$ cat src/rtl/orfs_pkg.sv
`timescale 1ns / 1ps
// Package for the opportunistic RB frame scheduler.
// Holds sizes, codes, the CQI table and the controller/datapath structs; no dependencies.
package orfs_pkg;

   localparam int MAX_USERS   = 8;
   localparam int QUEUE_DEPTH = 16;
   localparam int USER_W      = $clog2(MAX_USERS);
   localparam int SLOT_W      = $clog2(QUEUE_DEPTH);
   localparam int STORE_DEPTH = MAX_USERS * QUEUE_DEPTH;
   localparam int FRAME_RBS_MAX = 100;
   localparam int DIV_STEPS   = 14;

   // Result kinds.
   localparam logic [1:0] KIND_ACCEPT = 2'd0;
   localparam logic [1:0] KIND_DROP   = 2'd1;
   localparam logic [1:0] KIND_GRANT  = 2'd2;

   // Input commands.
   localparam logic CMD_PACKET = 1'b0;
   localparam logic CMD_REPORT = 1'b1;

   // Configuration register indexes.
   localparam logic [1:0] REG_NUM_USERS   = 2'd0;
   localparam logic [1:0] REG_FRAME_RBS   = 2'd1;
   localparam logic [1:0] REG_QUEUE_LIMIT = 2'd2;

   // Commands from the controller to the datapath.
   typedef struct packed {
      logic take_input;
      logic select;
      logic mul;
      logic pop;
      logic div_init;
      logic div_step;
      logic grant;
      logic emit;
   } ctrl_cmd_type;

   // Status from the datapath to the controller.
   typedef struct packed {
      logic frame_start;
      logic fill_zero;
      logic fits;
      logic div_done;
      logic round_last;
      logic emit_last;
      logic out_free;
   } ctrl_sts_type;

   // Bytes carried by one resource block at a given CQI.
   function automatic logic [6:0] rb_bytes(input logic [3:0] cqi);
      logic [6:0] b;
      case (cqi)
         4'd0:    b = 7'd0;
         4'd1:    b = 7'd3;
         4'd2:    b = 7'd3;
         4'd3:    b = 7'd6;
         4'd4:    b = 7'd11;
         4'd5:    b = 7'd15;
         4'd6:    b = 7'd20;
         4'd7:    b = 7'd25;
         4'd8:    b = 7'd36;
         4'd9:    b = 7'd39;
         4'd10:   b = 7'd50;
         4'd11:   b = 7'd63;
         4'd12:   b = 7'd72;
         4'd13:   b = 7'd80;
         default: b = 7'd93;
      endcase
      return b;
   endfunction

endpackage

$ cat src/rtl/orfs_if.sv
`timescale 1ns / 1ps
// Channel interfaces of the scheduler: input items, results and register writes.
// Depends on nothing.
interface orfs_req_if;
   logic       valid;
   logic       ready;
   logic       command;
   logic [2:0] user;
   logic [9:0] packet_size;
   logic [3:0] cqi;
   modport source (output valid, command, user, packet_size, cqi, input ready);
   modport sink (input valid, command, user, packet_size, cqi, output ready);
endinterface

interface orfs_rsp_if;
   logic        valid;
   logic        ready;
   logic [1:0]  kind;
   logic [2:0]  grant_user;
   logic [6:0]  used_rbs;
   logic [13:0] used_bytes;
   logic [4:0]  packets_sent;
   logic [13:0] frame_bytes;
   logic [7:0]  backlog;
   logic [15:0] lost_count;
   logic        last;
   modport source (output valid, kind, grant_user, used_rbs, used_bytes, packets_sent,
                   frame_bytes, backlog, lost_count, last, input ready);
   modport sink (input valid, kind, grant_user, used_rbs, used_bytes, packets_sent,
                 frame_bytes, backlog, lost_count, last, output ready);
endinterface

interface orfs_csr_if;
   logic       valid;
   logic       ready;
   logic [1:0] index;
   logic [6:0] data;
   modport source (output valid, index, data, input ready);
   modport sink (input valid, index, data, output ready);
endinterface

$ cat src/rtl/orfs_ram.sv
`timescale 1ns / 1ps
// Generic simple dual-port RAM with one write port and a registered read port.
// Depends on nothing.
module orfs_ram #(
   parameter int WIDTH = 8,
   parameter int DEPTH = 16
) (
   input  logic                     clock,
   input  logic                     wr_en,
   input  logic [$clog2(DEPTH)-1:0] wr_addr,
   input  logic [WIDTH-1:0]         wr_data,
   input  logic [$clog2(DEPTH)-1:0] rd_addr,
   output logic [WIDTH-1:0]         rd_data
);
   logic [WIDTH-1:0] mem [DEPTH];

   always_ff @(posedge clock) begin
      if (wr_en) begin
         mem[wr_addr] <= wr_data;
      end
      rd_data <= mem[rd_addr];
   end
endmodule

$ cat src/rtl/orfs_ctrl.sv
`timescale 1ns / 1ps
// Controller of the scheduler: sequences arrivals, frame building, division and result output.
// Depends on orfs_pkg.
module orfs_ctrl (
   input  logic                  clock,
   input  logic                  reset,
   input  orfs_pkg::ctrl_sts_type sts,
   output orfs_pkg::ctrl_cmd_type cmd
);
   import orfs_pkg::*;

   typedef enum logic [8:0] {
      ST_IDLE    = 9'b000000001,
      ST_SELECT  = 9'b000000010,
      ST_MUL     = 9'b000000100,
      ST_FETCH   = 9'b000001000,
      ST_CHECK   = 9'b000010000,
      ST_DIVINIT = 9'b000100000,
      ST_DIVIDE  = 9'b001000000,
      ST_GRANT   = 9'b010000000,
      ST_EMIT    = 9'b100000000
   } state_type;

   state_type state_ff, state_in;

   // Next state and commands.
   always_comb begin
      state_in = state_ff;
      cmd      = '0;
      case (state_ff)
         ST_IDLE: begin
            cmd.take_input = 1'b1;
            if (sts.frame_start) begin
               state_in = ST_SELECT;
            end
         end
         ST_SELECT: begin
            cmd.select = 1'b1;
            state_in   = ST_MUL;
         end
         ST_MUL: begin
            cmd.mul  = 1'b1;
            state_in = ST_FETCH;
         end
         ST_FETCH: begin
            state_in = sts.fill_zero ? ST_DIVINIT : ST_CHECK;
         end
         ST_CHECK: begin
            if (sts.fits) begin
               cmd.pop  = 1'b1;
               state_in = ST_FETCH;
            end else begin
               state_in = ST_DIVINIT;
            end
         end
         ST_DIVINIT: begin
            cmd.div_init = 1'b1;
            state_in     = ST_DIVIDE;
         end
         ST_DIVIDE: begin
            if (sts.div_done) begin
               state_in = ST_GRANT;
            end else begin
               cmd.div_step = 1'b1;
            end
         end
         ST_GRANT: begin
            cmd.grant = 1'b1;
            state_in  = sts.round_last ? ST_EMIT : ST_SELECT;
         end
         ST_EMIT: begin
            if (sts.out_free) begin
               cmd.emit = 1'b1;
               if (sts.emit_last) begin
                  state_in = ST_IDLE;
               end
            end
         end
         default: begin
            state_in = ST_IDLE;
         end
      endcase
   end

   always_ff @(posedge clock) begin
      if (reset) begin
         state_ff <= ST_IDLE;
      end else begin
         state_ff <= state_in;
      end
   end

   // A completed report set starts the frame build in the next cycle.
   a_frame_start: assert property (@(posedge clock) disable iff (reset)
      (state_ff == ST_IDLE && sts.frame_start) |=> (state_ff == ST_SELECT))
      else $error("frame start did not enter user selection");

   // The state register always holds exactly one active bit.
   a_state_onehot: assert property (@(posedge clock) disable iff (reset)
      $onehot(state_ff))
      else $error("state register is not one-hot");

   // A finished division always leads to the grant of the round.
   a_div_to_grant: assert property (@(posedge clock) disable iff (reset)
      (state_ff == ST_DIVIDE && sts.div_done) |=> (state_ff == ST_GRANT))
      else $error("finished division did not record a grant");
endmodule

$ cat src/rtl/orfs_dp.sv
`timescale 1ns / 1ps
// Datapath of the scheduler: registers, user queues, selection, budget, divider and results.
// Depends on orfs_pkg, orfs_if and orfs_ram.
module orfs_dp (
   input  logic                   clock,
   input  logic                   reset,
   orfs_req_if.sink               req,
   orfs_rsp_if.source             rsp,
   orfs_csr_if.sink               csr,
   input  orfs_pkg::ctrl_cmd_type cmd,
   output orfs_pkg::ctrl_sts_type sts
);
   import orfs_pkg::*;

   typedef struct packed {
      logic [1:0]  kind;
      logic [2:0]  grant_user;
      logic [6:0]  used_rbs;
      logic [13:0] used_bytes;
      logic [4:0]  packets_sent;
      logic [13:0] frame_bytes;
      logic [7:0]  backlog;
      logic [15:0] lost_count;
      logic        last;
   } rsp_payload_type;

   // Configuration.
   logic [3:0]  num_users_ff, num_users_in;
   logic [6:0]  frame_rbs_ff, frame_rbs_in;
   logic [4:0]  queue_limit_ff, queue_limit_in;
   // Per-user queue state.
   logic [SLOT_W-1:0] head_ff [MAX_USERS];
   logic [SLOT_W-1:0] head_in [MAX_USERS];
   logic [SLOT_W:0]   fill_ff [MAX_USERS];
   logic [SLOT_W:0]   fill_in [MAX_USERS];
   logic [3:0]        qual_ff [MAX_USERS];
   logic [3:0]        qual_in [MAX_USERS];
   logic [3:0]  seen_ff, seen_in;
   logic [7:0]  backlog_ff, backlog_in;
   logic [15:0] lost_ff, lost_in;
   // Frame build.
   logic [MAX_USERS-1:0] served_ff, served_in;
   logic [USER_W:0]   round_ff, round_in;
   logic [USER_W-1:0] emit_ff, emit_in;
   logic [USER_W-1:0] cur_ff, cur_in;
   logic [6:0]  dim_ff, dim_in;
   logic [6:0]  remain_ff, remain_in;
   logic [13:0] budget_ff, budget_in;
   logic [13:0] sent_ff, sent_in;
   logic [4:0]  pkts_ff, pkts_in;
   logic [13:0] total_ff, total_in;
   // Divider.
   logic [13:0] div_num_ff, div_num_in;
   logic [6:0]  div_rem_ff, div_rem_in;
   logic [13:0] div_quo_ff, div_quo_in;
   logic [3:0]  div_cnt_ff, div_cnt_in;
   // Grant buffer.
   logic [USER_W-1:0] g_user_ff  [MAX_USERS];
   logic [USER_W-1:0] g_user_in  [MAX_USERS];
   logic [6:0]        g_rbs_ff   [MAX_USERS];
   logic [6:0]        g_rbs_in   [MAX_USERS];
   logic [13:0]       g_bytes_ff [MAX_USERS];
   logic [13:0]       g_bytes_in [MAX_USERS];
   logic [4:0]        g_pkts_ff  [MAX_USERS];
   logic [4:0]        g_pkts_in  [MAX_USERS];
   logic [13:0]       g_total_ff [MAX_USERS];
   logic [13:0]       g_total_in [MAX_USERS];
   // Output register.
   rsp_payload_type out_ff, out_in;
   logic            out_valid_ff, out_valid_in;

   logic [3:0]        n_users;
   logic [4:0]        lim;
   logic [6:0]        rbs_start;
   logic              out_free;
   logic              req_fire;
   logic              arrival_ok;
   logic [SLOT_W-1:0] wr_slot;
   logic [9:0]        rd_data;
   logic [3:0]        seen_next;
   logic              frame_done;
   logic [USER_W-1:0] best;
   logic              best_found;
   logic [7:0]        rem_sh;
   logic [6:0]        rbs_grant;

   // Clamped configuration.
   always_comb begin
      if (num_users_ff == 4'd0) begin
         n_users = 4'd1;
      end else if (num_users_ff > 4'(MAX_USERS)) begin
         n_users = 4'(MAX_USERS);
      end else begin
         n_users = num_users_ff;
      end
      if (queue_limit_ff == 5'd0) begin
         lim = 5'd1;
      end else if (queue_limit_ff > 5'(QUEUE_DEPTH)) begin
         lim = 5'(QUEUE_DEPTH);
      end else begin
         lim = queue_limit_ff;
      end
      rbs_start = (frame_rbs_ff > 7'(FRAME_RBS_MAX)) ? 7'(FRAME_RBS_MAX) : frame_rbs_ff;
   end

   assign out_free   = !out_valid_ff || rsp.ready;
   assign req.ready  = cmd.take_input && out_free;
   assign csr.ready  = 1'b1;
   assign req_fire   = req.valid && req.ready;
   assign arrival_ok = fill_ff[req.user] < lim;
   assign wr_slot    = head_ff[req.user] + fill_ff[req.user][SLOT_W-1:0];
   assign seen_next  = seen_ff + 4'd1;
   assign frame_done = req_fire && req.command == CMD_REPORT && seen_next >= n_users;

   // Highest quality among unserved frame users; the lower index wins ties.
   always_comb begin
      best       = '0;
      best_found = 1'b0;
      for (int i = 0; i < MAX_USERS; i++) begin
         if (i < int'(n_users) && !served_ff[i]) begin
            if (!best_found || qual_ff[i] > qual_ff[best]) begin
               best = USER_W'(i);
            end
            best_found = 1'b1;
         end
      end
   end

   // One restoring division step and the clamped RB count.
   assign rem_sh    = {div_rem_ff, div_num_ff[13]};
   assign rbs_grant = (div_quo_ff > 14'(remain_ff)) ? remain_ff : div_quo_ff[6:0];

   // Queue memory: one row of slots per user.
   orfs_ram #(
      .WIDTH(10),
      .DEPTH(STORE_DEPTH)
   ) u_store (
      .clock   (clock),
      .wr_en   (req_fire && req.command == CMD_PACKET && arrival_ok),
      .wr_addr ({req.user, wr_slot}),
      .wr_data (req.packet_size),
      .rd_addr ({cur_ff, head_ff[cur_ff]}),
      .rd_data (rd_data)
   );

   // Next-state logic for all datapath registers.
   always_comb begin
      num_users_in   = num_users_ff;
      frame_rbs_in   = frame_rbs_ff;
      queue_limit_in = queue_limit_ff;
      head_in   = head_ff;
      fill_in   = fill_ff;
      qual_in   = qual_ff;
      seen_in   = seen_ff;
      backlog_in = backlog_ff;
      lost_in   = lost_ff;
      served_in = served_ff;
      round_in  = round_ff;
      emit_in   = emit_ff;
      cur_in    = cur_ff;
      dim_in    = dim_ff;
      remain_in = remain_ff;
      budget_in = budget_ff;
      sent_in   = sent_ff;
      pkts_in   = pkts_ff;
      total_in  = total_ff;
      div_num_in = div_num_ff;
      div_rem_in = div_rem_ff;
      div_quo_in = div_quo_ff;
      div_cnt_in = div_cnt_ff;
      g_user_in  = g_user_ff;
      g_rbs_in   = g_rbs_ff;
      g_bytes_in = g_bytes_ff;
      g_pkts_in  = g_pkts_ff;
      g_total_in = g_total_ff;
      out_in       = out_ff;
      out_valid_in = out_valid_ff && !rsp.ready;

      // Register writes; an index past the list is ignored.
      if (csr.valid) begin
         case (csr.index)
            REG_NUM_USERS:   num_users_in   = csr.data[3:0];
            REG_FRAME_RBS:   frame_rbs_in   = csr.data;
            REG_QUEUE_LIMIT: queue_limit_in = csr.data[4:0];
            default: ;
         endcase
      end

      // Packet arrivals and CQI reports.
      if (req_fire) begin
         if (req.command == CMD_PACKET) begin
            out_in         = '0;
            out_in.grant_user = req.user;
            out_in.last    = 1'b1;
            if (arrival_ok) begin
               fill_in[req.user] = fill_ff[req.user] + 1'b1;
               backlog_in     = backlog_ff + 8'd1;
               out_in.kind    = KIND_ACCEPT;
               out_in.backlog = backlog_ff + 8'd1;
               out_in.lost_count = lost_ff;
            end else begin
               lost_in        = (lost_ff != 16'hFFFF) ? lost_ff + 16'd1 : lost_ff;
               out_in.kind    = KIND_DROP;
               out_in.backlog = backlog_ff;
               out_in.lost_count = (lost_ff != 16'hFFFF) ? lost_ff + 16'd1 : lost_ff;
            end
            out_valid_in = 1'b1;
         end else begin
            qual_in[req.user] = req.cqi;
            seen_in = frame_done ? 4'd0 : seen_next;
         end
      end

      // Frame start.
      if (frame_done) begin
         served_in = '0;
         round_in  = '0;
         emit_in   = '0;
         remain_in = rbs_start;
         total_in  = '0;
      end

      // Pick the next user.
      if (cmd.select) begin
         cur_in = best;
         served_in[best] = 1'b1;
         dim_in  = rb_bytes(qual_ff[best]);
         sent_in = '0;
         pkts_in = '0;
      end

      // Byte budget for the rest of the frame.
      if (cmd.mul) begin
         budget_in = 14'(remain_ff * dim_ff);
      end

      // Dequeue the head packet.
      if (cmd.pop) begin
         head_in[cur_ff] = head_ff[cur_ff] + 1'b1;
         fill_in[cur_ff] = fill_ff[cur_ff] - 1'b1;
         if (backlog_ff != 8'd0) begin
            backlog_in = backlog_ff - 8'd1;
         end
         budget_in = budget_ff - 14'(rd_data);
         sent_in   = sent_ff + 14'(rd_data);
         pkts_in   = pkts_ff + 5'd1;
      end

      // Ceiling division of the bytes sent by the RB size.
      if (cmd.div_init) begin
         div_quo_in = '0;
         div_rem_in = '0;
         if (dim_ff == 7'd0) begin
            div_cnt_in = '0;
         end else begin
            div_num_in = sent_ff + 14'(dim_ff) - 14'd1;
            div_cnt_in = 4'(DIV_STEPS);
         end
      end
      if (cmd.div_step) begin
         div_num_in = {div_num_ff[12:0], 1'b0};
         div_cnt_in = div_cnt_ff - 4'd1;
         if (rem_sh >= {1'b0, dim_ff}) begin
            div_rem_in = 7'(rem_sh - {1'b0, dim_ff});
            div_quo_in = {div_quo_ff[12:0], 1'b1};
         end else begin
            div_rem_in = rem_sh[6:0];
            div_quo_in = {div_quo_ff[12:0], 1'b0};
         end
      end

      // Record the grant of this round.
      if (cmd.grant) begin
         remain_in = remain_ff - rbs_grant;
         total_in  = total_ff + sent_ff;
         g_user_in[round_ff[USER_W-1:0]]  = cur_ff;
         g_rbs_in[round_ff[USER_W-1:0]]   = rbs_grant;
         g_bytes_in[round_ff[USER_W-1:0]] = sent_ff;
         g_pkts_in[round_ff[USER_W-1:0]]  = pkts_ff;
         g_total_in[round_ff[USER_W-1:0]] = total_ff + sent_ff;
         round_in = round_ff + 1'b1;
      end

      // Hand out the buffered grants with the final backlog.
      if (cmd.emit) begin
         out_in.kind         = KIND_GRANT;
         out_in.grant_user   = g_user_ff[emit_ff];
         out_in.used_rbs     = g_rbs_ff[emit_ff];
         out_in.used_bytes   = g_bytes_ff[emit_ff];
         out_in.packets_sent = g_pkts_ff[emit_ff];
         out_in.frame_bytes  = g_total_ff[emit_ff];
         out_in.backlog      = backlog_ff;
         out_in.lost_count   = lost_ff;
         out_in.last         = sts.emit_last;
         out_valid_in        = 1'b1;
         emit_in             = emit_ff + 1'b1;
      end
   end

   // Status to the controller.
   always_comb begin
      sts.frame_start = frame_done;
      sts.fill_zero   = fill_ff[cur_ff] == '0;
      sts.fits        = 14'(rd_data) <= budget_ff;
      sts.div_done    = div_cnt_ff == 4'd0;
      sts.round_last  = (round_ff + 1'b1) == n_users;
      sts.emit_last   = ({1'b0, emit_ff} + 1'b1) == n_users;
      sts.out_free    = out_free;
   end

   always_ff @(posedge clock) begin
      if (reset) begin
         num_users_ff   <= 4'd8;
         frame_rbs_ff   <= 7'd25;
         queue_limit_ff <= 5'd16;
         for (int i = 0; i < MAX_USERS; i++) begin
            head_ff[i] <= '0;
            fill_ff[i] <= '0;
         end
         seen_ff      <= '0;
         backlog_ff   <= '0;
         lost_ff      <= '0;
         served_ff    <= '0;
         round_ff     <= '0;
         emit_ff      <= '0;
         cur_ff       <= '0;
         div_cnt_ff   <= '0;
         out_valid_ff <= 1'b0;
      end else begin
         num_users_ff   <= num_users_in;
         frame_rbs_ff   <= frame_rbs_in;
         queue_limit_ff <= queue_limit_in;
         head_ff      <= head_in;
         fill_ff      <= fill_in;
         seen_ff      <= seen_in;
         backlog_ff   <= backlog_in;
         lost_ff      <= lost_in;
         served_ff    <= served_in;
         round_ff     <= round_in;
         emit_ff      <= emit_in;
         cur_ff       <= cur_in;
         div_cnt_ff   <= div_cnt_in;
         out_valid_ff <= out_valid_in;
      end
   end

   // Payload registers.
   always_ff @(posedge clock) begin
      qual_ff    <= qual_in;
      dim_ff     <= dim_in;
      remain_ff  <= remain_in;
      budget_ff  <= budget_in;
      sent_ff    <= sent_in;
      pkts_ff    <= pkts_in;
      total_ff   <= total_in;
      div_num_ff <= div_num_in;
      div_rem_ff <= div_rem_in;
      div_quo_ff <= div_quo_in;
      g_user_ff  <= g_user_in;
      g_rbs_ff   <= g_rbs_in;
      g_bytes_ff <= g_bytes_in;
      g_pkts_ff  <= g_pkts_in;
      g_total_ff <= g_total_in;
      out_ff     <= out_in;
   end

   assign rsp.valid        = out_valid_ff;
   assign rsp.kind         = out_ff.kind;
   assign rsp.grant_user   = out_ff.grant_user;
   assign rsp.used_rbs     = out_ff.used_rbs;
   assign rsp.used_bytes   = out_ff.used_bytes;
   assign rsp.packets_sent = out_ff.packets_sent;
   assign rsp.frame_bytes  = out_ff.frame_bytes;
   assign rsp.backlog      = out_ff.backlog;
   assign rsp.lost_count   = out_ff.lost_count;
   assign rsp.last         = out_ff.last;

   // A dequeued packet always fits the remaining budget.
   a_pop_fits: assert property (@(posedge clock) disable iff (reset)
      cmd.pop |-> 14'(rd_data) <= budget_ff)
      else $error("packet dequeued beyond the byte budget");

   // The bytes sent never need more RBs than the frame has left.
   a_rbs_fit: assert property (@(posedge clock) disable iff (reset)
      (cmd.grant && dim_ff != 7'd0) |-> div_quo_ff <= 14'(remain_ff))
      else $error("RB count exceeds the remaining RBs");

   // The selected user's queue never holds more than its depth.
   a_fill_bound: assert property (@(posedge clock) disable iff (reset)
      fill_ff[cur_ff] <= (SLOT_W + 1)'(QUEUE_DEPTH))
      else $error("queue fill beyond depth");
endmodule

$ cat src/rtl/opportunistic_rb_frame_scheduler.sv
`timescale 1ns / 1ps
// Top level of the opportunistic RB frame scheduler: controller plus datapath.
// Depends on orfs_pkg, orfs_if, orfs_ctrl and orfs_dp.
//
//   channel | direction | payload
//   req     | in        | command, user, packet_size, cqi
//   rsp     | out       | kind, grant_user, used_rbs, used_bytes, packets_sent,
//           |           | frame_bytes, backlog, lost_count, last
//   csr     | in        | index, data (always ready)
//
// A packet arrival or CQI report is taken only while idle; arrivals yield one result.
// A frame serves each user in turn: it sizes the byte budget, dequeues the head packets
// that fit and sizes the grant with the bit-serial RB division; then one grant result
// per user is sent; no input is taken meanwhile.
// Synchronous active-high reset clears queues, counters and the result valid flag.
// A stalled result holds in the output register and holds off new input.
module opportunistic_rb_frame_scheduler (
   input logic        clock,
   input logic        reset,
   orfs_req_if.sink   req,
   orfs_rsp_if.source rsp,
   orfs_csr_if.sink   csr
);
   import orfs_pkg::*;

   ctrl_cmd_type cmd;
   ctrl_sts_type sts;

   orfs_ctrl u_ctrl (
      .clock (clock),
      .reset (reset),
      .sts   (sts),
      .cmd   (cmd)
   );

   orfs_dp u_dp (
      .clock (clock),
      .reset (reset),
      .req   (req),
      .rsp   (rsp),
      .csr   (csr),
      .cmd   (cmd),
      .sts   (sts)
   );
endmodule
$ cat src/flat_wrapper.sv
// flat-port wrapper written by rule: the top's interface ports become plain ports
module opportunistic_rb_frame_scheduler_flat import orfs_pkg::*;
  (clock, reset, req_valid, req_command, req_user, req_packet_size, req_cqi, req_ready, rsp_valid, rsp_kind, rsp_grant_user, rsp_used_rbs, rsp_used_bytes, rsp_packets_sent, rsp_frame_bytes, rsp_backlog, rsp_lost_count, rsp_last, rsp_ready, csr_valid, csr_index, csr_data, csr_ready);
  orfs_req_if req_i ();
  orfs_rsp_if rsp_i ();
  orfs_csr_if csr_i ();
  input logic clock;
  input logic reset;
  input wire logic [$bits(req_i.valid)-1:0] req_valid;
  input wire logic [$bits(req_i.command)-1:0] req_command;
  input wire logic [$bits(req_i.user)-1:0] req_user;
  input wire logic [$bits(req_i.packet_size)-1:0] req_packet_size;
  input wire logic [$bits(req_i.cqi)-1:0] req_cqi;
  output wire logic [$bits(req_i.ready)-1:0] req_ready;
  output wire logic [$bits(rsp_i.valid)-1:0] rsp_valid;
  output wire logic [$bits(rsp_i.kind)-1:0] rsp_kind;
  output wire logic [$bits(rsp_i.grant_user)-1:0] rsp_grant_user;
  output wire logic [$bits(rsp_i.used_rbs)-1:0] rsp_used_rbs;
  output wire logic [$bits(rsp_i.used_bytes)-1:0] rsp_used_bytes;
  output wire logic [$bits(rsp_i.packets_sent)-1:0] rsp_packets_sent;
  output wire logic [$bits(rsp_i.frame_bytes)-1:0] rsp_frame_bytes;
  output wire logic [$bits(rsp_i.backlog)-1:0] rsp_backlog;
  output wire logic [$bits(rsp_i.lost_count)-1:0] rsp_lost_count;
  output wire logic [$bits(rsp_i.last)-1:0] rsp_last;
  input wire logic [$bits(rsp_i.ready)-1:0] rsp_ready;
  input wire logic [$bits(csr_i.valid)-1:0] csr_valid;
  input wire logic [$bits(csr_i.index)-1:0] csr_index;
  input wire logic [$bits(csr_i.data)-1:0] csr_data;
  output wire logic [$bits(csr_i.ready)-1:0] csr_ready;
  assign req_i.valid = req_valid;
  assign req_i.command = req_command;
  assign req_i.user = req_user;
  assign req_i.packet_size = req_packet_size;
  assign req_i.cqi = req_cqi;
  assign req_ready = req_i.ready;
  assign rsp_valid = rsp_i.valid;
  assign rsp_kind = rsp_i.kind;
  assign rsp_grant_user = rsp_i.grant_user;
  assign rsp_used_rbs = rsp_i.used_rbs;
  assign rsp_used_bytes = rsp_i.used_bytes;
  assign rsp_packets_sent = rsp_i.packets_sent;
  assign rsp_frame_bytes = rsp_i.frame_bytes;
  assign rsp_backlog = rsp_i.backlog;
  assign rsp_lost_count = rsp_i.lost_count;
  assign rsp_last = rsp_i.last;
  assign rsp_i.ready = rsp_ready;
  assign csr_i.valid = csr_valid;
  assign csr_i.index = csr_index;
  assign csr_i.data = csr_data;
  assign csr_ready = csr_i.ready;
  opportunistic_rb_frame_scheduler u_core (.clock(clock), .reset(reset), .req(req_i), .rsp(rsp_i), .csr(csr_i));
endmodule
$ cat config.mk
export PLATFORM = sky130hd
export DESIGN_NAME = opportunistic_rb_frame_scheduler_flat
export DESIGN_NICKNAME = d
export VERILOG_FILES = /design/src/rtl/orfs_pkg.sv /design/src/rtl/orfs_if.sv /design/src/rtl/orfs_ram.sv /design/src/rtl/orfs_ctrl.sv /design/src/rtl/orfs_dp.sv /design/src/rtl/opportunistic_rb_frame_scheduler.sv /design/src/flat_wrapper.sv
export SDC_FILE = /design/constraint.sdc
export NUM_CORES = 2
export LEC_CHECK = 0
export ABC_AREA = 1
export ABC_CLOCK_PERIOD_IN_PS = 27400
export BUFFER_PORTS_ARGS = -buffer_cell sky130_fd_sc_hd__buf_2
export CAP_MARGIN = 0
export CORE_ASPECT_RATIO = 1.2
export CORE_MARGIN = 3
export CORE_UTILIZATION = 35
export DETAILED_ROUTE_END_ITERATION = 7
export PLACE_DENSITY = 0.46
export SLEW_MARGIN = 15
export SYNTH_ARGS = -nofsm -noshare
export SYNTH_HDL_FRONTEND = slang
export SYNTH_HIERARCHICAL = 1
export SYNTH_SLANG_ARGS = --single-unit
export TNS_END_PERCENT = 5
$ cat constraint.sdc
create_clock -name clock -period 27.4 [get_ports clock]
set_input_delay 5.48 -clock clock [delete_from_list [all_inputs] [get_ports clock]]
set_output_delay 5.48 -clock clock [all_outputs]
set_load 0.005 [all_outputs]
==> results.tsv <==
metric	value	unit
drt drc	0	
total grt overflow	0	
run status	finished clean	
# port buffers	103	
Max-cap violations	0	
# fillers	24330	
Max transition margin	20.94	%
Sink Count	1980	
most frequent CP cell	nand2_1	
Worst Slack Setup Final	14690	ps
Post-DP Area	91490	µm²
GRT met3 Usage	2.263	%
initial antenna violation count	4	
ys async rst share	0	%
CTS buffer count	214	
met2 usage	34.97	%
sequential element share of the synthesized area	65.76	%
Setup WS pre-CTS	14830	ps
Buffers & Inverters on Critical Path	10	
post-CTS resize count	0	
Unique masters post-synth	62	
largest net degree at the start of global routing	194	
met1 usage	26.13	%
Syn Area/Cell	10.62	µm²
routed vias/inst	5.145	
Synth top cells by count	nand2_1, edfxtp_1, nand3_1, nor2_1, inv_1	
startpoint class of the critical path	register	
Synth top area share	62.10	%
Layout area overhead	11.81	%
Ports	105	
Sum Neg Setup Slack	0	ps
Data required, critical path	28000	ps
area of the core	250000	µm²
die footprint	257400	µm²
CTS Hold Buffers Added	0	
Detailed Route WL	266.6	mm
clk_lat worst skew	880	ps
crit-path leading delay family	simple AND/OR/NAND/NOR gates	
Syn Std Cell Area	87960	µm²
multi-input combinational cell area	26200	µm²
Hold Slack	450.0	ps
RSZ-0062 raised after global routing	false	
Crit path largest cell delay	540	ps
buffer count from post-CTS setup fixing	0	
dpl hpwl	165.0	mm
final instance area	98350	µm²
fin. max-slew vios	0	
Synth Flop Type	edfxtp_1	
Initial Util	35.19	%
PD cells	80.63	nW/µm²
remaining antenna violation count	0	
cells after synthesis	8281	
CTS Root Cell	clkbuf_16	
Top Usage Layer GRT	met2	
CTS tree	yes	
peak supply drop	0.05309	mV
Mapped Nets	8505	
first drt pass iteration count	6	
Final nets	8464	
largest area contributor in the netlist	edfxtp_1	
Routed wire per std cell	22.67	µm
Die W	463.6	µm
wire length of the first global-routing pass	394.8	mm
detailed router's first-iteration violation count	5223	
Least-Margin Pin Slew	1177	ps
largest fanout on the critical path	14	
LEAKAGE	0.03617	µW
vias in the first global route	59670	
num rows	201	
Clk pin slew, worst setup/hold paths	60	ps
crit path capture type	register	
top cells by area, synth	edfxtp_1, nand2_1, nand3_1	
Ys Warns	6	
hold crit path type	register to register	
Reg area	57860	µm²
via count	60530	
Die Height	555.2	µm
H-Tree Depth	4	
EDFF count, synth	1819	
Setup violations, final	0	
Achievable Freq	0.07866	GHz
share of post-route cells with drive strength above 1	7.481	%
fin crit period	12710	ps
CP Class	register to register	
critical path arrival	13310	ps
Worst path slowest cell	edfxtp_1	
flops & latches, synth	1980	
GPL Wtd Cong	0.8668	
crit share post-route	46.40	%
final core occ	39.34	%
CTS Buffer Depth	4	
Global Route Usage Sum	20.20	%
Final Hold Viols	0	
Worst Skew	110.1	ps
cell with the most instances after synthesis	nand2_1	
-- logic make-up after synthesis --
kind of cell | Yosys count | share of synthesized area, %
DFF | 1980 | 65.76
adders and majority gates | 192 | 2.996
buffers and inverters | 971 | 4.590
xor gates and xnor gates | 70 | 0.6970
and+or+nand+nor | 4136 | 20.06
AOI/OAI and AO/OA | 931 | 5.894
other | 1 | 0.004263
-- cell usage in the layout, fill, tap and decap left out, types with 10 or more instances in the layout --
cell type	count
xor2_1	51
a221oi_1	12
nor2_1	590
o21ai_1	10
nor2_2	14
clkinv_1	45
fa_1	31
inv_2	27
inv_1	487
ha_1	161
o21ai_0	463
nand3_1	1315
nor3_1	32
bufinv_16	17
buf_4	82
xnor2_1	19
nand2_2	17
o22ai_1	61
clkbuf_16	222
edfxtp_1	1819
a31oi_1	54
buf_6	10
clkinv_2	44
nand4_1	21
a21oi_1	214
nor2_4	22
dfxtp_1	158
clkbuf_1	36
buf_2	93
or2_2	25
o21bai_1	10
nand2_1	2068
o211ai_1	39
-- per-layer routing --
| layer | wire (µm) | vias to the layer above |
|---|---|---|
| met5 | 0 | - |
| li1 | - | 28720 |
| met2 | 131800 | 1559 |
| met4 | 9496 | 0 |
| met1 | 113800 | 29820 |
| met3 | 11540 | 435 |
-- sequential cells by signal (all words and copies together) (netlist names), 32 cells and up --
name,flops
u_core/u_dp/qual_ff,32
u_core/u_dp/g_total_ff,112
u_core/u_dp/g_bytes_ff,112
u_core/u_dp/g_pkts_ff,40
u_core/u_dp/head_ff,32
u_core/u_dp/u_store/mem,1280
u_core/u_dp/g_rbs_ff,56
u_core/u_dp/fill_ff,40
-- cell type report --
type | instances | share of cell area [%]
flip-flops and latches | 1980 | 58.83
well taps | 3349 | 4.260
repair buffers | 187 | 1.254
diodes | 7 | 0.01781
clock buffers | 267 | 5.912
multi-input cells | 5330 | 26.63
clock inverters | 117 | 1.052
inverters | 527 | 2.044
-- metrics by stage --
step | std cells | power [µW]
finish | 11760 | 7930
global route | 11760 | 8326
CTS | 11760 | 8013
detailed placement | 11370 | 5134
global placement | 11370 | 5124
floorplan | 8281 | 4601
-- path summary, 6_finish.rpt --
kind / start / to / slack (ps) / cells after the start
max: u_core/u_dp/qual_ff[25]$_DFFE_PP_ / u_core/u_dp/dim_ff[0]$_DFFE_PP_ / 14690 / 84
min: u_core/u_dp/rsp.kind[1]$_SDFFE_PP1P_ / u_core/u_dp/rsp.kind[1]$_SDFFE_PP1P_ / 450 / 2
max reg2reg: u_core/u_dp/qual_ff[25]$_DFFE_PP_ / u_core/u_dp/dim_ff[0]$_DFFE_PP_ / 14690 / 84
min reg2reg: u_core/u_dp/rsp.kind[1]$_SDFFE_PP1P_ / u_core/u_dp/rsp.kind[1]$_SDFFE_PP1P_ / 450 / 2
-- power breakdown --
part | switching [µW] | internal, µW | leakage (µW)
Clock | 1200 | 1660 | 0.00337
Combinational | 1180 | 476 | 0.0151
Sequential | 42.0 | 3380 | 0.0177
Total | 2420 | 5510 | 0.0362
-- worst reg2reg max path, delay by kind of cell (launching register included) --
family,cells,cell delay (ps)
flip-flops,1,540
buffers and inverters,10,1360
AND/OR/NAND/NOR,41,4790
AO/OA/AOI/OAI,25,3550
adder cells (fa/ha/maj),8,2290
(Power assumes the default switching activity.)
